### src/hdl/ddo_mul.sv
`timescale 1ns / 1ps
module ddo_mul (
  input  logic        clk_i,
  input  logic [31:0] a_i,
  input  logic [31:0] b_i,
  output logic [63:0] p_o
);

  logic [63:0] p_q;

  always_ff @(posedge clk_i) begin
    p_q <= 64'(a_i) * 64'(b_i);
  end

  assign p_o = p_q;

endmodule

### config.mk
export PLATFORM = sky130hd
export DESIGN_NAME = ddo_mul
export DESIGN_NICKNAME = d
export VERILOG_FILES = /design/src/hdl/ddo_mul.sv
export SDC_FILE = /design/constraint.sdc
export NUM_CORES = 2
export LEC_CHECK = 0
export BUFFER_PORTS_ARGS = -buffer_cell sky130_fd_sc_hd__buf_2
export CAP_MARGIN = 10
export CORE_AREA = 4 4 345 347
export CTS_BUF_LIST = sky130_fd_sc_hd__clkbuf_4
export DETAILED_ROUTE_END_ITERATION = 8
export DIE_AREA = 0 0 349 351
export PLACE_DENSITY_LB_ADDON = 0.2
export RECOVER_POWER = 50
export SKIP_CTS_REPAIR_TIMING = 1
export SLEW_MARGIN = 40
export SYNTH_ARGS = -nofsm -noshare
export SYNTH_HDL_FRONTEND = slang
export SYNTH_SLANG_ARGS = --single-unit
### constraint.sdc
create_clock -name clk_i -period 11.71 [get_ports clk_i]
set_input_delay 2.342 -clock clk_i [delete_from_list [all_inputs] [get_ports clk_i]]
set_output_delay 2.342 -clock clk_i [all_outputs]
set_load 0.05 [all_outputs]
# Word-level counts from Yosys, hierarchy flattened
# Index checks and enable logic that the tools add are counted.
# op_classes
n_mul	1
# op_table
cell	count
multiplier 32 x 32 -> 64 bit	1
# word_totals
register_bits	64
inputBits	65
output_inout_bits	64
word_cells	2

# Longest topological paths before layout
# depth
depth_word	1
mapped_depth	29
ltp_nobuf	27

# Worst setup path after synthesis
# No wires, ideal clock.
# synth_timing
kind	input port to flip-flop
from	input a_i[25]
to	register p_q[62], in the netlist p_o[62]
arrival_ps	9023
required_time_ps	11638
slack_ps	2615
path_stages	25
path_buffers	2
cell_sequence	clkbuf_1 nand2_1 fa_1 inv_1 fa_1 inv_1 fa_1 inv_1 fa_1 fa_1 fa_1 fa_1 inv_1 fa_1 inv_1 ha_1 buf_2 nand4_1 or4_1 or3_1 a31oi_1 a31o_2 a211oi_1 o21ai_1 xor2_1
# synth_between
elab_chain_cells	1
# synth_lines
item	line_no	text
start, declared	4	input logic [31:0] a_i,
multiplier 32 x 32 -> 64 bit	12	p_q <= 64'(a_i) * 64'(b_i);
end signal, assigned	12	
end, declared	9	logic [63:0] p_q;
# No other way between the ends.

# Final worst setup path
# layout_timing
from	input a_i[0]
to	register p_q[62], in the netlist p_o[62]
# The elaborated chain is that of the path after synthesis.

==> results.py <==
metrics = {
    "routing": {
        "viasPerCell": 4.609,
        "wl_um": 103000,
        "drt-initial-drc-count": 943,
        "first_pass_iters": 5,
        "wl_per_cell_um": 19.72,
        "drc": 0,
        "ant_nets": 0,
        "vias": 24080,
    },
    "worst_setup_path": {
        "crit_buf_inv": 4,
        "critical-path-top-delay-family": "adder cells",
        "arrival_ps": 10840,
        "cp_slowest_cell": "clkbuf_1",
        "required_ps": 12140,
        "endpoint_kind": "flop",
        "crit_start": "a_i[0]",
        "crit_type": "in -> reg",
        "path_depth": 22,
        "cp-start-kind": "input pin",
        "cp-endpoint": "p_o[62]",
        "cpPeakStageDelay_ps": 1360,
        "path_cells": "clkbuf_1 > nand2_1 > fa_1 > fa_1 > inv_1 > fa_1 > fa_1 > fa_1 > fa_1 > fa_1 > inv_1 > fa_1 > inv_1 > ha_1 > nand4_1 > or4_1 > or3_1 > a31oi_1 > a31o_2 > a211oi_1 > o21ai_1 > xor2_1",
        "critPathMostFrequentCell": "fa_1",
        "worstPathMaxFanout": 32,
    },
    "worst_hold_path": {
        "hold_class": "in -> reg",
        "holdPathStages": 2,
    },
    "clock_network": {
        "root_buffer": "clkbuf_4",
        "cts_tree": "built",
        "cts_buffers": 9,
        "cts_sinks": 64,
        "ctsHtreeMaxLevel": 3,
        "clockBufferDepth": 2,
        "clk_pin_slew_ps": 120,
    },
    "synthesis": {
        "synth_top_area_share_pct": 51.73,
        "synth-edff-count": 0,
        "avgSynthCellArea_um2": 9.252,
        "yosysMostFrequentCell": "fa_1",
        "async_flop_share_pct": 0,
        "synth_area_leaders": "fa_1 52%, and2_1 11%, ha_1 9.5%, inv_1 9.4%, nand2_1 5.2%",
        "syn_nets": 4972,
        "synth_common_cells": "896 x fa_1, 865 x inv_1, 602 x and2_1, 480 x nand2_1, 263 x ha_1",
        "netlist_area_um2": 34680,
        "yosysUniqueCellTypes": 57,
        "yosysTopAreaCell": "fa_1",
        "ys_ff_latch": 64,
        "yosysSeqAreaShare_pct": 3.695,
        "syn_inst": 3748,
        "ys_warn_count": 0,
        "synth_ff_type": "dfxtp_1",
    },
    "sta": {
        "min_period_ps": 10410,
        "timing.final.crit_share_pct": 88.89,
        "max_slew_margin_pct": -29.57,
        "setup_violations": 0,
        "hold_viol_final": 0,
        "rsz0062_at_grt": "no",
        "fmax_mhz": 96.07,
        "setup_tns_ps": 0,
        "drv_slew": 33,
        "tightestPinTransition_ps": 1944,
    },
    "floorplan": {
        "die_y_um": 351,
        "die_w_um": 349,
        "dieArea_um2": 122500,
        "start_util_pct": 29.92,
        "core_region_area_um2": 115900,
        "pin_count": 129,
        "num_rows": 125,
    },
    "grt": {
        "grt_start_max_net_pins": 33,
        "grt_pass1_vias": 26760,
        "antenna_found_initial": 11,
        "grt_use_total_pct": 17.34,
        "grt_remaining_overflow": 0,
        "grt_pass1_wl_um": 161200,
    },
    "place": {
        "dp_cells": 5197,
        "routabilityCongestion": 0.8023,
        "place.port_buffers": 128,
        "post-dp-hpwl_um": 85270,
    },
    "cells_and_area": {
        "instances_no_fill": 5224,
        "drive_gt1_share_pct": 3.117,
        "final_nets": 4909,
        "largest_reg_flops": 64,
        "syn_to_final_growth_pct": 5.795,
    },
    "status": {
        "violations": "max-capacitance violations, max-slew violations",
        "status": "finished, violations left",
    },
    "flow_run": {
        "drv_cap": 1,
    },
}
## cells by family after synthesis
family                   synth area share [%]
buffers and inverters                   11.77
adder cells (fa/ha/maj)                 61.22
multiplexers                          0.02887
AO/OA/AOI/OAI                           4.153
flip-flops                              3.695
AND/OR/NAND/NOR                         17.62
XOR/XNOR                                1.515
## layer usage
layer / wire length, µm / track usage, % / share of wire (%)
met1: 41360 / 21.07 / 40
met2: 55420 / 32.62 / 54
met3: 2936 / 1.691 / 2.9
met4: 3282 / 4.678 / 3.2
met5: 0 / 0 / 0
## cells in the final DEF, fill, tap and decap left out, drive strengths merged, types with 3 or more instances in the layout
cell,n
or4,3
nor2,20
a211oi,3
a221o,4
and4,3
nor3,7
a21boi,3
nand4,23
a31oi,12
a21oi,66
clkbuf,72
bufinv,3
o221ai,3
diode,10
or2,3
nand3,10
dfxtp,64
buf,83
xor2,25
inv,866
a221oi,4
o21bai,11
o21ai,26
xnor2,35
a21o,40
fa,896
and2,602
ha,263
and3,14
o21a,9
nand2,480
o31ai,5
or3,3
## worst min path at each step
stage / start / endpoint / slack (ps)
5_1_grt: b_i[0] / p_o[0] / 2470
4_1_cts: b_i[0] / p_o[0] / 2440
3_5_place_dp: p_o[63] / p_o[63] / 2810
6_report: b_i[0] / p_o[0] / 2490
3_3_place_gp: p_o[61] / p_o[61] / 2810
2_1_floorplan: b_i[0] / p_o[0] / 2470
## cell type report
cell class / count / area [µm²]
tap: 1524 / 1907
antenna: 10 / 25.02
fill: 12400 / 79210
sequential: 64 / 1281
multi-input combinational: 2599 / 29310
clock inverter: 7 / 118.9
timing repair buffer: 146 / 724.4
clock buffer: 9 / 67.56
inverter: 865 / 3247
## metrics by stage
stage	area (µm²)	setup slack [ps]	hold slack (ps)	util, %
after detailed placement	36520	1206	2812	31.51
after floorplan	34680	2615	2469	-
final	36690	1301	2485	31.65
after global routing	36680	968.7	2466	31.65
after CTS	36700	1782	2435	31.67
after global placement	36520	1280	2812	31.51
Power is left out: the tool's default activity adds up to more than one toggle a clock period on the data nets, which glitch-free logic cannot reach.
