===== config.mk =====
export PLATFORM = sky130hd
export DESIGN_NAME = ddo_cordic
export DESIGN_NICKNAME = d
export VERILOG_FILES = /design/src/hdl/ddo_pkg.sv /design/src/hdl/ddo_cordic.sv
export SDC_FILE = /design/constraint.sdc
export NUM_CORES = 1
export LEC_CHECK = 0
export BUFFER_PORTS_ARGS = -buffer_cell sky130_fd_sc_hd__buf_2
export CORE_UTILIZATION = 52
export DETAILED_ROUTE_END_ITERATION = 8
export PLACE_DENSITY = 0.72
export REMOVE_ABC_BUFFERS = 1
export SETUP_SLACK_MARGIN = 0.5
export SYNTH_ARGS = -nofsm -noshare
export SYNTH_HDL_FRONTEND = slang
export SYNTH_SLANG_ARGS = --single-unit

===== constraint.sdc =====
create_clock -name clk_i -period 7.3 [get_ports clk_i]
set_input_delay 0.365 -clock clk_i [delete_from_list [all_inputs] [get_ports clk_i]]
set_output_delay 0.365 -clock clk_i [all_outputs]
set_load 0.05 [all_outputs]

===== src/hdl/ddo_pkg.sv =====
`timescale 1ns / 1ps
package ddo_pkg;

  localparam int CFG_IDX_W  = 2;
  localparam int CFG_DATA_W = 32;

  typedef enum logic [CFG_IDX_W-1:0] {
    REG_CPM = 2'd0,
    REG_CPR = 2'd1,
    REG_MAX_SPEED = 2'd2,
    REG_COV = 2'd3
  } cfg_reg_e;

  localparam logic [19:0] CPM_RESET  = 20'd1000;
  localparam logic [19:0] CPR_RESET  = 20'd1000;
  localparam logic [15:0] MS_RESET   = 16'd2000;
  localparam logic [31:0] COV_RESET  = 32'd65536;

  localparam logic signed [33:0] PI_Q29      = 34'sd1686629713;
  localparam logic signed [33:0] HALF_PI_Q29 = 34'sd843314856;
  localparam logic [31:0]        TWO_PI_Q29  = 32'd3373259426;
  localparam logic signed [33:0] CORDIC_GAIN = 34'sd652032874;

  localparam logic [31:0] JUMP_SCALE = 32'd2000000000;
  localparam logic [31:0] RATE_MULT  = 32'd15625;

  localparam int CORDIC_STEPS = 24;
  localparam int CORDIC_CNT_W = $clog2(CORDIC_STEPS);

  // divider geometry
  localparam int DIV_REM_W  = 46;
  localparam int DIV_BITS_W = 77;
  localparam int DIV_CNT_W  = 7;
  localparam int DIV_Q_W    = 32;

  typedef struct packed {
    logic [DIV_REM_W-1:0]  den;
    logic [DIV_REM_W-1:0]  rem0;
    logic [DIV_BITS_W-1:0] bits;
    logic [DIV_CNT_W-1:0]  steps;
    logic                  modular;
  } div_cmd_t;

  function automatic logic signed [33:0] atan_q29(input logic [CORDIC_CNT_W-1:0] i);
    logic signed [33:0] r;
    unique case (i)
      0: r = 34'sd421657428;
      1: r = 34'sd248918915;
      2: r = 34'sd131521918;
      3: r = 34'sd66762579;
      4: r = 34'sd33510843;
      5: r = 34'sd16771758;
      6: r = 34'sd8387925;
      7: r = 34'sd4194219;
      8: r = 34'sd2097141;
      9: r = 34'sd1048575;
      default: r = 34'sd1 <<< (34'd29 - 34'(i));
    endcase
    return r;
  endfunction

endpackage


===== src/hdl/ddo_cordic.sv =====
`timescale 1ns / 1ps
module ddo_cordic import ddo_pkg::*; (
  input  logic               clk_i,
  input  logic               rst_ni,
  input  logic               start_i,
  input  logic signed [31:0] angle_i,
  output logic               done_o,
  output logic signed [31:0] cos_o,
  output logic signed [31:0] sin_o
);

  logic                    busy_q, done_q, neg_q;
  logic [CORDIC_CNT_W-1:0] i_q;
  logic signed [33:0]      x_q, y_q, z_q, xs, ys, at, ang;
  logic signed [33:0]      x_n, y_n, z_n, z0;
  logic                    neg0;

  always_comb begin
    ang = 34'(angle_i);
    // fold into [-pi/2, pi/2], undo with a sign flip at the end
    if (ang > HALF_PI_Q29) begin
      z0 = ang - PI_Q29;
      neg0 = 1'b1;
    end else if (ang < -HALF_PI_Q29) begin
      z0 = ang + PI_Q29;
      neg0 = 1'b1;
    end else begin
      z0 = ang;
      neg0 = 1'b0;
    end
    xs = x_q >>> i_q;
    ys = y_q >>> i_q;
    at = atan_q29(i_q);
    if (z_q >= 0) begin
      x_n = x_q - ys;
      y_n = y_q + xs;
      z_n = z_q - at;
    end else begin
      x_n = x_q + ys;
      y_n = y_q - xs;
      z_n = z_q + at;
    end
  end

  always_ff @(posedge clk_i or negedge rst_ni) begin
    if (!rst_ni) begin
      busy_q <= 1'b0;
      done_q <= 1'b0;
      i_q    <= '0;
    end else begin
      done_q <= 1'b0;
      if (start_i) begin
        busy_q <= 1'b1;
        i_q    <= '0;
      end else if (busy_q) begin
        i_q <= i_q + CORDIC_CNT_W'(1);
        if (i_q == CORDIC_CNT_W'(CORDIC_STEPS - 1)) begin
          busy_q <= 1'b0;
          done_q <= 1'b1;
        end
      end
    end
  end

  always_ff @(posedge clk_i) begin
    if (start_i) begin
      x_q   <= CORDIC_GAIN;
      y_q   <= '0;
      z_q   <= z0;
      neg_q <= neg0;
    end else if (busy_q) begin
      x_q <= x_n;
      y_q <= y_n;
      z_q <= z_n;
    end
  end

  assign done_o = done_q;
  assign cos_o  = neg_q ? 32'(-x_q) : x_q[31:0];
  assign sin_o  = neg_q ? 32'(-y_q) : y_q[31:0];

endmodule


---- Word-level counts from Yosys, hierarchy flattened ----
Cells that the tools add are included.
storage, ports and cells
  register bits after elaboration ......... 110
  logic and storage cells ................. 56
operators by class
  add/sub/neg operators ................... 12
  $lt $le $gt $ge ......................... 3
  equality and inequality tests ........... 10
  shift operators ......................... 3
  multiplexer cells ....................... 19
  reductions and logical operators ........ 2
operator list
  kind                    number
  $pmux 34 s10            1
  $mux 34                 7
  $add 34x34->34          3
  $sub 34x34->34          3
  $sshr 34x5->34          2
  $mux 32                 2
  $neg 32->32             2
  $ge 34x1->1 const B     1
  $sshl 2x34->34 const A  1
  $add 32x32->33 const B  1
  $sub 32x32->33 const B  1
  $gt 32x31->1 const B    1
  $lt 32x31->1 const B    1
  $eq 5x3->1 const B      4
  $eq 5x2->1 const B      2
  $eq 5x4->1 const B      2
  $mux 5                  2
  $mux 1                  7
  $sub 5x5->6 const A     1
  $add 5x1->5 const B     1
  $eq 5x1->1 const B      1
  $eq 5x5->1 const B      1
  $logic_not 5->1         1
  $reduce_bool 2->1       1

---- Logic depth before layout (Yosys ltp) ----
  depth after elaboration ................. 7
  depth in mapped cells ................... 29
  mapped depth without buffers ............ 24

---- Worst setup path before layout ----
OpenSTA, ideal clock, no wires.
  kind .................................... register to register
  start point ............................. register i_q[0]
  end point ............................... register z_q[32], data pin
  library setup time ...................... 0.263 ns
  arrival ................................. 6.101 ns
  setup slack ............................. 0.937 ns
  stages on the path, launching flop included .. 27
  buffers on the path ..................... 5
  path through ............................ dfrtp_1 buf_6 buf_4 inv_2 buf_2 clkbuf_1 ha_1 or3_1 and3_4 or3_1 a21o_1 nor2_1 or4b_1 nand3b_1 or3_1 or3_1 or3_1 o211ai_1 ha_1 and3_1 clkbuf_1 a221o_1 a21o_1 or3_1 a21oi_1 or4_1 nand3_1
between the ends
  cells in the longest elaborated chain, start to end .. 7
RTL lines
  what                                              RTL line                            RTL
  start, declared                                   ddo_cordic.sv:13                    logic [CORDIC_CNT_W-1:0] i_q;
  start signal, assigned                            ddo_cordic.sv:56                    i_q <= i_q + CORDIC_CNT_W'(1);
  $sub 5x5->6                                       ddo_pkg.sv:57                       default: r = 34'sd1 <<< (34'd29 - 34'(i));
  $sshl 2x34->34                                    ddo_pkg.sv:57
  $pmux 34 s10 (*)                                  ddo_pkg.sv:46                       unique case (i)
  $add 34x34->34 or $sub 34x34->34 (tied branches)  ddo_cordic.sv:41, ddo_cordic.sv:37
  $mux 34 (*)                                       ddo_cordic.sv:34                    if (z_q >= 0) begin
  $mux 34 (*)                                       ddo_cordic.sv:71                    end else if (busy_q) begin
  $mux 34 (*)                                       ddo_cordic.sv:66                    if (start_i) begin
  end signal, assigned                              ddo_cordic.sv:69                    z_q <= z0;
  end signal, assigned                              ddo_cordic.sv:74                    z_q <= z_n;
  end, declared                                     ddo_cordic.sv:14                    logic signed [33:0] x_q, y_q, z_q, xs, ys, at, ang;
Mark *: on every way between the ends. The rest lies on a longest branch, timed or not. The select of a mux whose other input is x is not followed.
A chain may end at the register's enable or synchronous reset.

---- Final worst setup path ----
Ends and elaborated chain as after synthesis.

==> metrics.txt <==
status=finished clean; fin crit period=6.488 ns; fmax=between 0.15 and 0.2 GHz; port buffer count=99; area delta synth->final=5.700%; sequential fraction of the synthesis area=0.1335; fin area=20490 um^2; Ports=100; setup_tns=0 ns; Worst Clk Skew=0.01625 ns; Die Footprint=38050 um^2; required time worst endpoint=between 7 and 8 ns; Clk Latency, worst-skew pair=0.41 ns; drt first-iter violations=2197; Core Region=~37000 um^2; syn avg cell area=~7.8 um^2; actual slew at the worst max-slew pin=1.140 ns; number of flops mapped to enable cells by yosys=35; relative slew slack=0.2360; Num CTS Buffers=9; DP Area=19960 um^2; Synth Cell Area=19380 um^2; Ant. Diodes=0; Post-Syn Instances=2494; slowest CP cell=dfrtp_4; root buffer cell=clkbuf_16; global route total overflow=0; synth unique cells=approximately 100; slowest stage delay, CP=a little over 0.6 ns; CP max FO=16; Hold WC Path Type=in -> async; Yosys reg bits=110; CP top delay family=simple AND/OR/NAND/NOR gates; RSZ-0062 raised after global routing=no; CP Capture Type=flop; WS Path Type=reg -> reg; Die X=195.1 um; Worst-path clk slew=0.08 ns; Final Core Density=0.5596; Total GRT Usage=0.3480; clock tree buffer depth=2; number of global-route vias before repair=between 15000 and 20000; crit path buf inv count=0; CP Launch Type=flop; final hold vios=0; Final Net Count=roughly 2600; top_reg_cell synth=dfxtp_1; Core Rows=70; most common cell after layout, fill and taps aside=nor2_1; final wirelength=slightly below 70 mm; area share of the largest cell type after synthesis=0.09760; CTS tree=built; global-route wire length before repair=105.0 mm; top cells by area, synth=mux4_2, xnor2_1, ha_1; crit path DAT=around 6.6 ns; DRC=0; Initial Util=0.5295; final-report setup violation count=0; via count=20040; H-tree depth=3; Final Wtd Congestion=1.074; Yosys warning count=0; leading area contributor after synthesis=mux4_2; worst path cell trace=ha_1 -> or3_1 -> and3_4 -> or3_1 -> a21o_1 -> nor2_1 -> or4b_1 -> nand3b_1 -> or3_1 -> or3_1 -> or3_1 -> o211ai_1 -> ha_1 -> and3_1 -> a221o_1 -> a21o_1 -> or3_1 -> a21oi_1 -> or4_1 -> nand3_1; most frequent cells in the layout=nor2_1, nand2_1, xnor2_1; Final period util=0.8887; DR vias/cell=6.822; HPWL after detailed placement=50.62 mm; Wirelength per Cell=between 20 and 25 um; ANT nets after route=0; crit-path most repeated cell=or3_1; drt first pass iters=6; clk sinks=110; Slew Limit Fails=0; die height=195.1 um; max-cap violations=0; share of layout cells above drive strength 1=0.1433; initial antenna violation count=0; async set-reset flop share out of synthesis=0.06364; largest net degree at the start of global routing=89
==> worst paths after layout <==
check                             from  slack [ns]       to  cells past startpoint
max                             i_q[0]        0.81  z_q[32]                     20
min                             rst_ni        0.34   done_o                      2
max reg2reg                     i_q[0]        0.81  z_q[32]                     20
min reg2reg                     x_q[0]        0.54   x_q[0]                      2
max in group asynchronous       rst_ni        6.76   i_q[0]                      2
min in group clk_i         angle_i[21]        0.38  z_q[21]                      3
==> cell type report <==
cell class / count / area [um^2]
Sequential cell: 110 / 2605
Multi-Input combinational cell: 2113 / 15690
Timing Repair Buffer: 161 / 1056
Tap cell: 468 / 585.6
Clock inverter: 7 / 58.81
Fill cell: 3464 / 16120
Clock buffer: 9 / 225.2
Inverter: 70 / 266.5
==> layer usage <==
layer | global-route usage | up-vias | wire length, um
met5 | 0 | - | 0
met4 | 0.1980 | 0 | 3844
met3 | 0.06062 | 228 | 5810
met2 | 0.5915 | 1019 | 32250
met1 | 0.4141 | 9551 | 25980
li1 | - | 9245 | -
==> state kept, by name (all words and copies together), names as in the netlist <==
signal	flops
done_o	1
z_q	34
busy_q	1
neg_q	1
x_q	34
i_q	5
y_q	34
==> cell families after synthesis <==
kind of cell             count (synthesis)  share of synthesized area
flip-flops                             110                     0.1335
buffers and inverters                  271                    0.06106
AND/OR/NAND/NOR                        781                     0.1944
XOR/XNOR                               262                     0.1188
adder cells (fa/ha/maj)                116                    0.07604
multiplexers                           187                     0.1525
AO/OA/AOI/OAI                          767                     0.2637
==> timing repair <==
action,CTS,global route
endpoints found under the setup margin,0,13
resized for setup,0,26
hold buffers,1,0
hold endpoints to repair,7,0
setup buffers,0,11
==> cells in the mapped netlist, drive strengths merged, types with 41 or more instances <==
library cell  count
buf              68
a21o             51
a21oi           171
mux2i            80
nor3             41
clkbuf          133
nand2           233
xor2             87
inv              69
o21ai           178
nand3            48
ha              113
nor2            236
dfxtp            68
xnor2           175
mux4             84
==> metrics by stage <==
step | std cells | hold slack [ns] | setup WS [ns]
2_1_floorplan | 2293 | 0.06941 | -2.385
3_3_place_gp | 2909 | 0.2214 | 0.8105
3_5_place_dp | 2909 | 0.2247 | 0.6521
4_1_cts | 2926 | 0.3395 | 0.6181
5_1_grt | 2938 | 0.3554 | 0.4938
6_report | 2938 | 0.3413 | 0.8122
Power is left out: the tool's default activity adds up to more than one toggle a clock period on the data nets, which glitch-free logic cannot reach.
