--- config.mk ---
export PLATFORM = sky130hd
export DESIGN_NAME = ddo_div
export DESIGN_NICKNAME = d
export VERILOG_FILES = /design/src/hdl/ddo_pkg.sv /design/src/hdl/ddo_div.sv
export SDC_FILE = /design/constraint.sdc
export NUM_CORES = 1
export LEC_CHECK = 0
export BUFFER_PORTS_ARGS = -buffer_cell sky130_fd_sc_hd__buf_4
export CAP_MARGIN = 20
export CELL_PAD_IN_SITES_DETAIL_PLACEMENT = 0
export CELL_PAD_IN_SITES_GLOBAL_PLACEMENT = 1
export CORE_MARGIN = 4
export CORE_UTILIZATION = 48
export DETAILED_ROUTE_END_ITERATION = 10
export PLACE_DENSITY_LB_ADDON = 0.1
export SLEW_MARGIN = 25
export SYNTH_ARGS = -nofsm -noshare
export SYNTH_HDL_FRONTEND = slang
export SYNTH_SLANG_ARGS = --single-unit
--- constraint.sdc ---
create_clock -name clk_i -period 11.1 [get_ports clk_i]
set_input_delay 1.665 -clock clk_i [delete_from_list [all_inputs] [get_ports clk_i]]
set_output_delay 1.665 -clock clk_i [all_outputs]
set_load 0.02 [all_outputs]
--- src/hdl/ddo_pkg.sv ---
`timescale 1ns / 1ps
package ddo_pkg;

  localparam int CFG_IDX_W  = 2;
  localparam int CFG_DATA_W = 32;

  typedef enum logic [CFG_IDX_W-1:0] {
    REG_CPM = 2'd0,
    REG_CPR = 2'd1,
    REG_MAX_SPEED = 2'd2,
    REG_COV = 2'd3
  } cfg_reg_e;

  localparam logic [19:0] CPM_RESET  = 20'd1000;
  localparam logic [19:0] CPR_RESET  = 20'd1000;
  localparam logic [15:0] MS_RESET   = 16'd2000;
  localparam logic [31:0] COV_RESET  = 32'd65536;

  localparam logic signed [33:0] PI_Q29      = 34'sd1686629713;
  localparam logic signed [33:0] HALF_PI_Q29 = 34'sd843314856;
  localparam logic [31:0]        TWO_PI_Q29  = 32'd3373259426;
  localparam logic signed [33:0] CORDIC_GAIN = 34'sd652032874;

  localparam logic [31:0] JUMP_SCALE = 32'd2000000000;
  localparam logic [31:0] RATE_MULT  = 32'd15625;

  localparam int CORDIC_STEPS = 24;
  localparam int CORDIC_CNT_W = $clog2(CORDIC_STEPS);

  // divider geometry
  localparam int DIV_REM_W  = 46;
  localparam int DIV_BITS_W = 77;
  localparam int DIV_CNT_W  = 7;
  localparam int DIV_Q_W    = 32;

  typedef struct packed {
    logic [DIV_REM_W-1:0]  den;
    logic [DIV_REM_W-1:0]  rem0;
    logic [DIV_BITS_W-1:0] bits;
    logic [DIV_CNT_W-1:0]  steps;
    logic                  modular;
  } div_cmd_t;

  function automatic logic signed [33:0] atan_q29(input logic [CORDIC_CNT_W-1:0] i);
    logic signed [33:0] r;
    unique case (i)
      0: r = 34'sd421657428;
      1: r = 34'sd248918915;
      2: r = 34'sd131521918;
      3: r = 34'sd66762579;
      4: r = 34'sd33510843;
      5: r = 34'sd16771758;
      6: r = 34'sd8387925;
      7: r = 34'sd4194219;
      8: r = 34'sd2097141;
      9: r = 34'sd1048575;
      default: r = 34'sd1 <<< (34'd29 - 34'(i));
    endcase
    return r;
  endfunction

endpackage

--- src/hdl/ddo_div.sv ---
`timescale 1ns / 1ps
module ddo_div import ddo_pkg::*; (
  input  logic               clk_i,
  input  logic               rst_ni,
  input  logic               start_i,
  input  div_cmd_t           cmd_i,
  output logic               done_o,
  output logic [DIV_Q_W-1:0] q_o
);

  logic                  busy_q, done_q, mod_q;
  logic [DIV_CNT_W-1:0]  cnt_q;
  logic [DIV_REM_W-1:0]  rem_q, den_q, rem_sh, rem_n;
  logic [DIV_BITS_W-1:0] bits_q;
  logic [DIV_Q_W-1:0]    q_q;
  logic [DIV_Q_W:0]      q2, q2_n;
  logic                  ge;

  always_comb begin
    rem_sh = {rem_q[DIV_REM_W-2:0], bits_q[DIV_BITS_W-1]};
    ge     = rem_sh >= den_q;
    rem_n  = ge ? rem_sh - den_q : rem_sh;
    q2     = {q_q, ge};
    // quotient kept modulo 2*pi in the heading pass
    if (mod_q && q2 >= {1'b0, TWO_PI_Q29}) begin
      q2_n = q2 - {1'b0, TWO_PI_Q29};
    end else begin
      q2_n = q2;
    end
  end

  always_ff @(posedge clk_i or negedge rst_ni) begin
    if (!rst_ni) begin
      busy_q <= 1'b0;
      done_q <= 1'b0;
      cnt_q  <= '0;
    end else begin
      done_q <= 1'b0;
      if (start_i) begin
        busy_q <= 1'b1;
        cnt_q  <= cmd_i.steps;
      end else if (busy_q) begin
        cnt_q <= cnt_q - DIV_CNT_W'(1);
        if (cnt_q == DIV_CNT_W'(1)) begin
          busy_q <= 1'b0;
          done_q <= 1'b1;
        end
      end
    end
  end

  always_ff @(posedge clk_i) begin
    if (start_i) begin
      rem_q  <= cmd_i.rem0;
      den_q  <= cmd_i.den;
      bits_q <= cmd_i.bits;
      mod_q  <= cmd_i.modular;
      q_q    <= '0;
    end else if (busy_q) begin
      rem_q  <= rem_n;
      bits_q <= {bits_q[DIV_BITS_W-2:0], 1'b0};
      q_q    <= q2_n[DIV_Q_W-1:0];
    end
  end

  assign done_o = done_q;
  assign q_o    = q_q;

endmodule

# Yosys cells after proc, flatten, opt, wreduce, memory -nomap -nowiden
# Cells that the tools add are included.
# op_classes
n_reduce_logical	2
n_addsub	3
magnitude_cmp	2
mux	14
n_eq_ne	1
# op_table
operator	count
$mux 77	2
$mux 45	3
$ge 46x46->1	1
$sub 45x45->45	1
$ge 33x32->1 const B	1
$mux 32	1
$sub 32x32->32 const B	1
$mux 7	2
$eq 7x1->1 const B	1
$sub 7x1->7 const B	1
$mux 1	6
$reduce_bool 2->1	1
$logic_and 1x1->1	1
# word_totals
input_bits	180
out_inout_bits	33
ff_bits	210
wordCells	30

# Depth between registers and ports, before layout
# logic_depth
depth_word	4
depth_mapped	14
mapped_depth_nobuf	12

# Least setup slack after synthesis
# OpenSTA, ideal clock, no wires.
# synth_path
kind	input-to-reg
startpoint	input start_i
endpoint	register bits_q[0] (enable)
cell_stages	5
required_time_ns	10.625
setup_slack_ns	5.756
t_arrival_ns	4.869
n_path_buf	3
cell_sequence	clkbuf_1 clkbuf_1 clkbuf_1 nor2_1 inv_1
# synth_between
elab_chain_cells	1
# synth_lines
item	line_no	rtl
start, declared	ddo_div.sv:5	input logic start_i,
$reduce_bool 2->1 (no source line)	n/a	
end signal, assigned	ddo_div.sv:56	bits_q <= cmd_i.bits;
end signal, assigned	ddo_div.sv:61	bits_q <= {bits_q[DIV_BITS_W-2:0], 1'b0};
end, declared	ddo_div.sv:14	logic [DIV_BITS_W-1:0] bits_q;
# No other way between the ends.
# A chain may end at the register's enable or synchronous reset.

# Final worst setup path
# layout_path
startpoint	register rem_q[15]
endpoint	register rem_q[35], data pin
# layout_between
elab_chain_cells	4
# layout_lines
item	line_no	rtl
start, declared	ddo_div.sv:13	logic [DIV_REM_W-1:0] rem_q, den_q, rem_sh, rem_n;
start signal, assigned	ddo_div.sv:54	rem_q <= cmd_i.rem0;
start signal, assigned	ddo_div.sv:60	rem_q <= rem_n;
$sub 45x45->45 or $ge 46x46->1 (tied branches)	ddo_div.sv:22, ddo_div.sv:21	
$mux 45 (*)	ddo_div.sv:22	rem_n = ge ? rem_sh - den_q : rem_sh;
$mux 45 (*)	ddo_div.sv:59	end else if (busy_q) begin
$mux 45 (*)	ddo_div.sv:53	if (start_i) begin
# Every way passes the cells marked *; elsewhere a longest branch is shown, timed or not. The select of a mux whose other input is x is not followed.

==> flow_summary.toml <==
[run_status]
status = "finished clean"

[pwr]
seq_power_share = 0.345
p_sw_uw = 1170
internal-power_uw = 2050
p_leak_uw = 0.00609
combPwrFrac = 0.415
clkPwrFrac = 0.240
power_density_nw_per_um2 = 218
p_sw_frac = 0.363
ir_drop_uv = 130

[synthesis]
synth_edf_count = 169
ys_ff_latch = 210
ys_seq_area_frac = 0.488
yosys_most_used_dff = "edfxtp_1"
mappedNetlistNets = 1371
synth.avg_cell_area_um2 = 10.7
synth_cell_types = 76
async_flop_share = 0.0429
syn_inst = 1141
syn_area_um2 = 12200
synth-warning-count = 0

[drt]
drc_errors = 0
vias = 9287
drt_iter0_drc = 609
drt_first_pass_iters = 5
wl_per_cell_um = 17.9
routed_via_density = 5.54
totalWireLength_um = 30000
antenna_left = 0

[placement]
gp_congestion = 0.859
place_hpwl_um = 21200
place_area_um2 = 14000
io_buffers = 211

[sta]
slew_headroom = 0.411
rsz0062_at_grt = "no"
period_minus_slack_ns = 3.95
slew_violations = 0
period_share = 0.355
finClkSkew_ns = 0.0105
fmax_mhz = 253
worstMarginPinSlew_ns = 0.883
hold_viol = 0
fin_setup_tns_ns = 0
setup_violations = 0

[clock_tree]
cts.hold.buffers_added = 0
cts_tree = "yes"
cts_root_buffer = "clkbuf_16"
cts_buffers = 25
htree_levels = 1
clk_pin_slew_ns = 0.06
cts_resized = 0
cts_sinks = 210
clk_path_buf_depth = 3
postCtsSetupRepairBufs = 0
worst_skew_pair.late_latency_ns = 0.53

[critical_path]
cp_slowest_cell = "o41ai_1"
crit_path_cell_trace = "ha_1, nand2_1, o21ai_0, a31oi_1, o41ai_1, o211ai_2, nand2_1, buf_4, nor3_1, nor4_1"
critical_path_arrival_ns = 4.21
critPathLaunchType = "register"
critPathBufInv = 1
crit_path_max_incr_delay_ns = 0.65
cp-end-kind = "register"
cp_top_family = "compound AO/OA/AOI/OAI gates"
required_ns = 11.36
crit_fanout = 38
critPathMostFrequentCell = "nand2_1"
critical_path_class = "reg -> reg"

[global_route]
grt_overflow = 0
grtUsageMet1 = 0.274
grt.busiest_layer = "met2"
grt_max_degree = 78
grtUsageMet2 = 0.352
grt_pass1_vias = 9443
antenna_found_initial = 1
use_met3 = 0.0578
track_usage = 0.209
grt_pass1_wl_um = 48500

[cells_and_area]
finish.instance_area_um2 = 14800
n_antenna_cell = 0
drive_above_1_share = 0.280
layout.nets = 1559
syn2layout_area_growth_pct = 21.2
fin_util = 0.589

[min_path]
hp-class = "reg -> reg"

[floorplanning]
die_x_um = 167
placementRows = 58
die_h_um = 167
coreArea_um2 = 25000
die_area_um2 = 28000
start_util = 0.486
ios = 213

[run]
max_cap_violations = 0
## sequential cells by signal, summed over array words and instances, names as in the netlist
name / flops
bits_q: 77
busy_q: 1
cnt_q: 7
den_q: 46
done_o: 1
mod_q: 1
q_o: 32
rem_q: 45
## power by group through the flow
| stage | Clock [uW] | Sequential (uW) | Combinational (uW) |
|---|---|---|---|
| floorplan | 0 | 1110 | 1010 |
| global placement | 0 | 1120 | 1320 |
| global route | 826 | 1130 | 1510 |
| detailed placement | 0 | 1120 | 1330 |
| CTS | 793 | 1110 | 1340 |
| finish | 771 | 1110 | 1340 |
## synth_stat cells (5+ instances only)
library cell  instances  share of area
a211oi_1             32          0.020
a21o_1               18          0.011
a21oi_1              91          0.037
a311oi_1              7         0.0050
a31oi_1              11         0.0057
and2_1                9         0.0046
and3_1               18         0.0092
and4_1                6         0.0043
buf_2                 9         0.0037
clkbuf_1             41          0.013
dfrtp_1               9          0.018
dfxtp_1              32          0.053
edfxtp_1            169           0.42
ha_1                 49          0.050
inv_1                66          0.020
mux2_2               96          0.089
nand2_1              65          0.020
nand2b_1              5         0.0026
nand3_1              13         0.0053
nand4_1              20          0.010
nor2_1               96          0.030
nor2b_1               9         0.0046
nor3_1               11         0.0045
nor4_1               11         0.0057
o21a_1               13         0.0080
o21ai_0              63          0.026
o21bai_1             10         0.0062
o31ai_1               6         0.0037
or2_2                 8         0.0041
or3_1                11         0.0057
xnor2_1              30          0.022
xor2_1               28          0.020
## cell usage in the layout (no fill, tap or decap), drive strengths merged, types with 4 or more instances in the layout
master,instances
nand2,65
o21ai,63
nor3,11
and4,6
xor2,28
nand2b,5
or2,10
a221o,4
inv,66
a31oi,11
nor2b,9
nand3,14
dfrtp,9
and3,18
o211ai,4
and2,9
a211oi,33
or3,11
o311a,4
clkbuf,34
o31ai,6
a21oi,92
nand4,20
nor2,98
nor4,11
buf,217
dfxtp,32
clkinv,11
edfxtp,169
o21bai,10
xnor2,30
mux2,96
ha,49
o21a,13
a311oi,7
a21o,18
## final cells by class
class,count,area (um2)
Clock buffer,34,709
Clock inverter,10,60.1
Fill cell,2221,10300
Inverter,67,255
Multi-Input combinational cell,808,5750
Sequential cell,210,5940
Tap cell,330,413
Timing Repair Buffer,217,1630
## per-layer routing
metal	wire length [um]	share of wire
met2	14400	0.48
met5	13	0.00043
met3	2110	0.070
met1	12900	0.43
met4	554	0.018
## worst register-to-register path: cells and delay by family, from the launching register on
kind                       cells  cell delay [ns]
adders and majority gates      1             0.41
DFF                            1             0.39
buffers and inverters          1             0.48
and+or+nand+nor                4             1.14
AOI/OAI and AO/OA              4             1.27
## kinds of logic after synthesis
logic type,synth area share
DFF,0.488
buffers and inverters,0.0401
and+or+nand+nor,0.124
muxes,0.0904
xor gates and xnor gates,0.0417
adders and majority gates,0.0520
AOI/OAI and AO/OA,0.164
## through the flow
step	power (uW)	std cells	hold WS (ns)	setup slack [ns]
after floorplan	2120	1141	0.501	5.76
after global placement	2440	1632	0.509	6.85
after detailed placement	2460	1632	0.521	6.82
final	3220	1676	0.528	7.15
after global routing	3460	1676	0.552	6.72
after CTS	3240	1676	0.532	7.13
## worst paths after layout
path | slack [ns] | cells past startpoint | start | end
worst max register to register | 7.15 | 10 | rem_q[15] | rem_q[35]
worst min-delay path | 0.53 | 2 | q_o[16] | q_o[16]
worst min register to register | 0.53 | 2 | q_o[16] | q_o[16]
max in group asynchronous | 10.01 | 1 | rst_ni | busy_q
worst max-delay path | 7.15 | 10 | rem_q[15] | rem_q[35]
min in group asynchronous | 0.95 | 1 | rst_ni | cnt_q[2]
No activity file was read; power rests on OpenSTA's default activity.
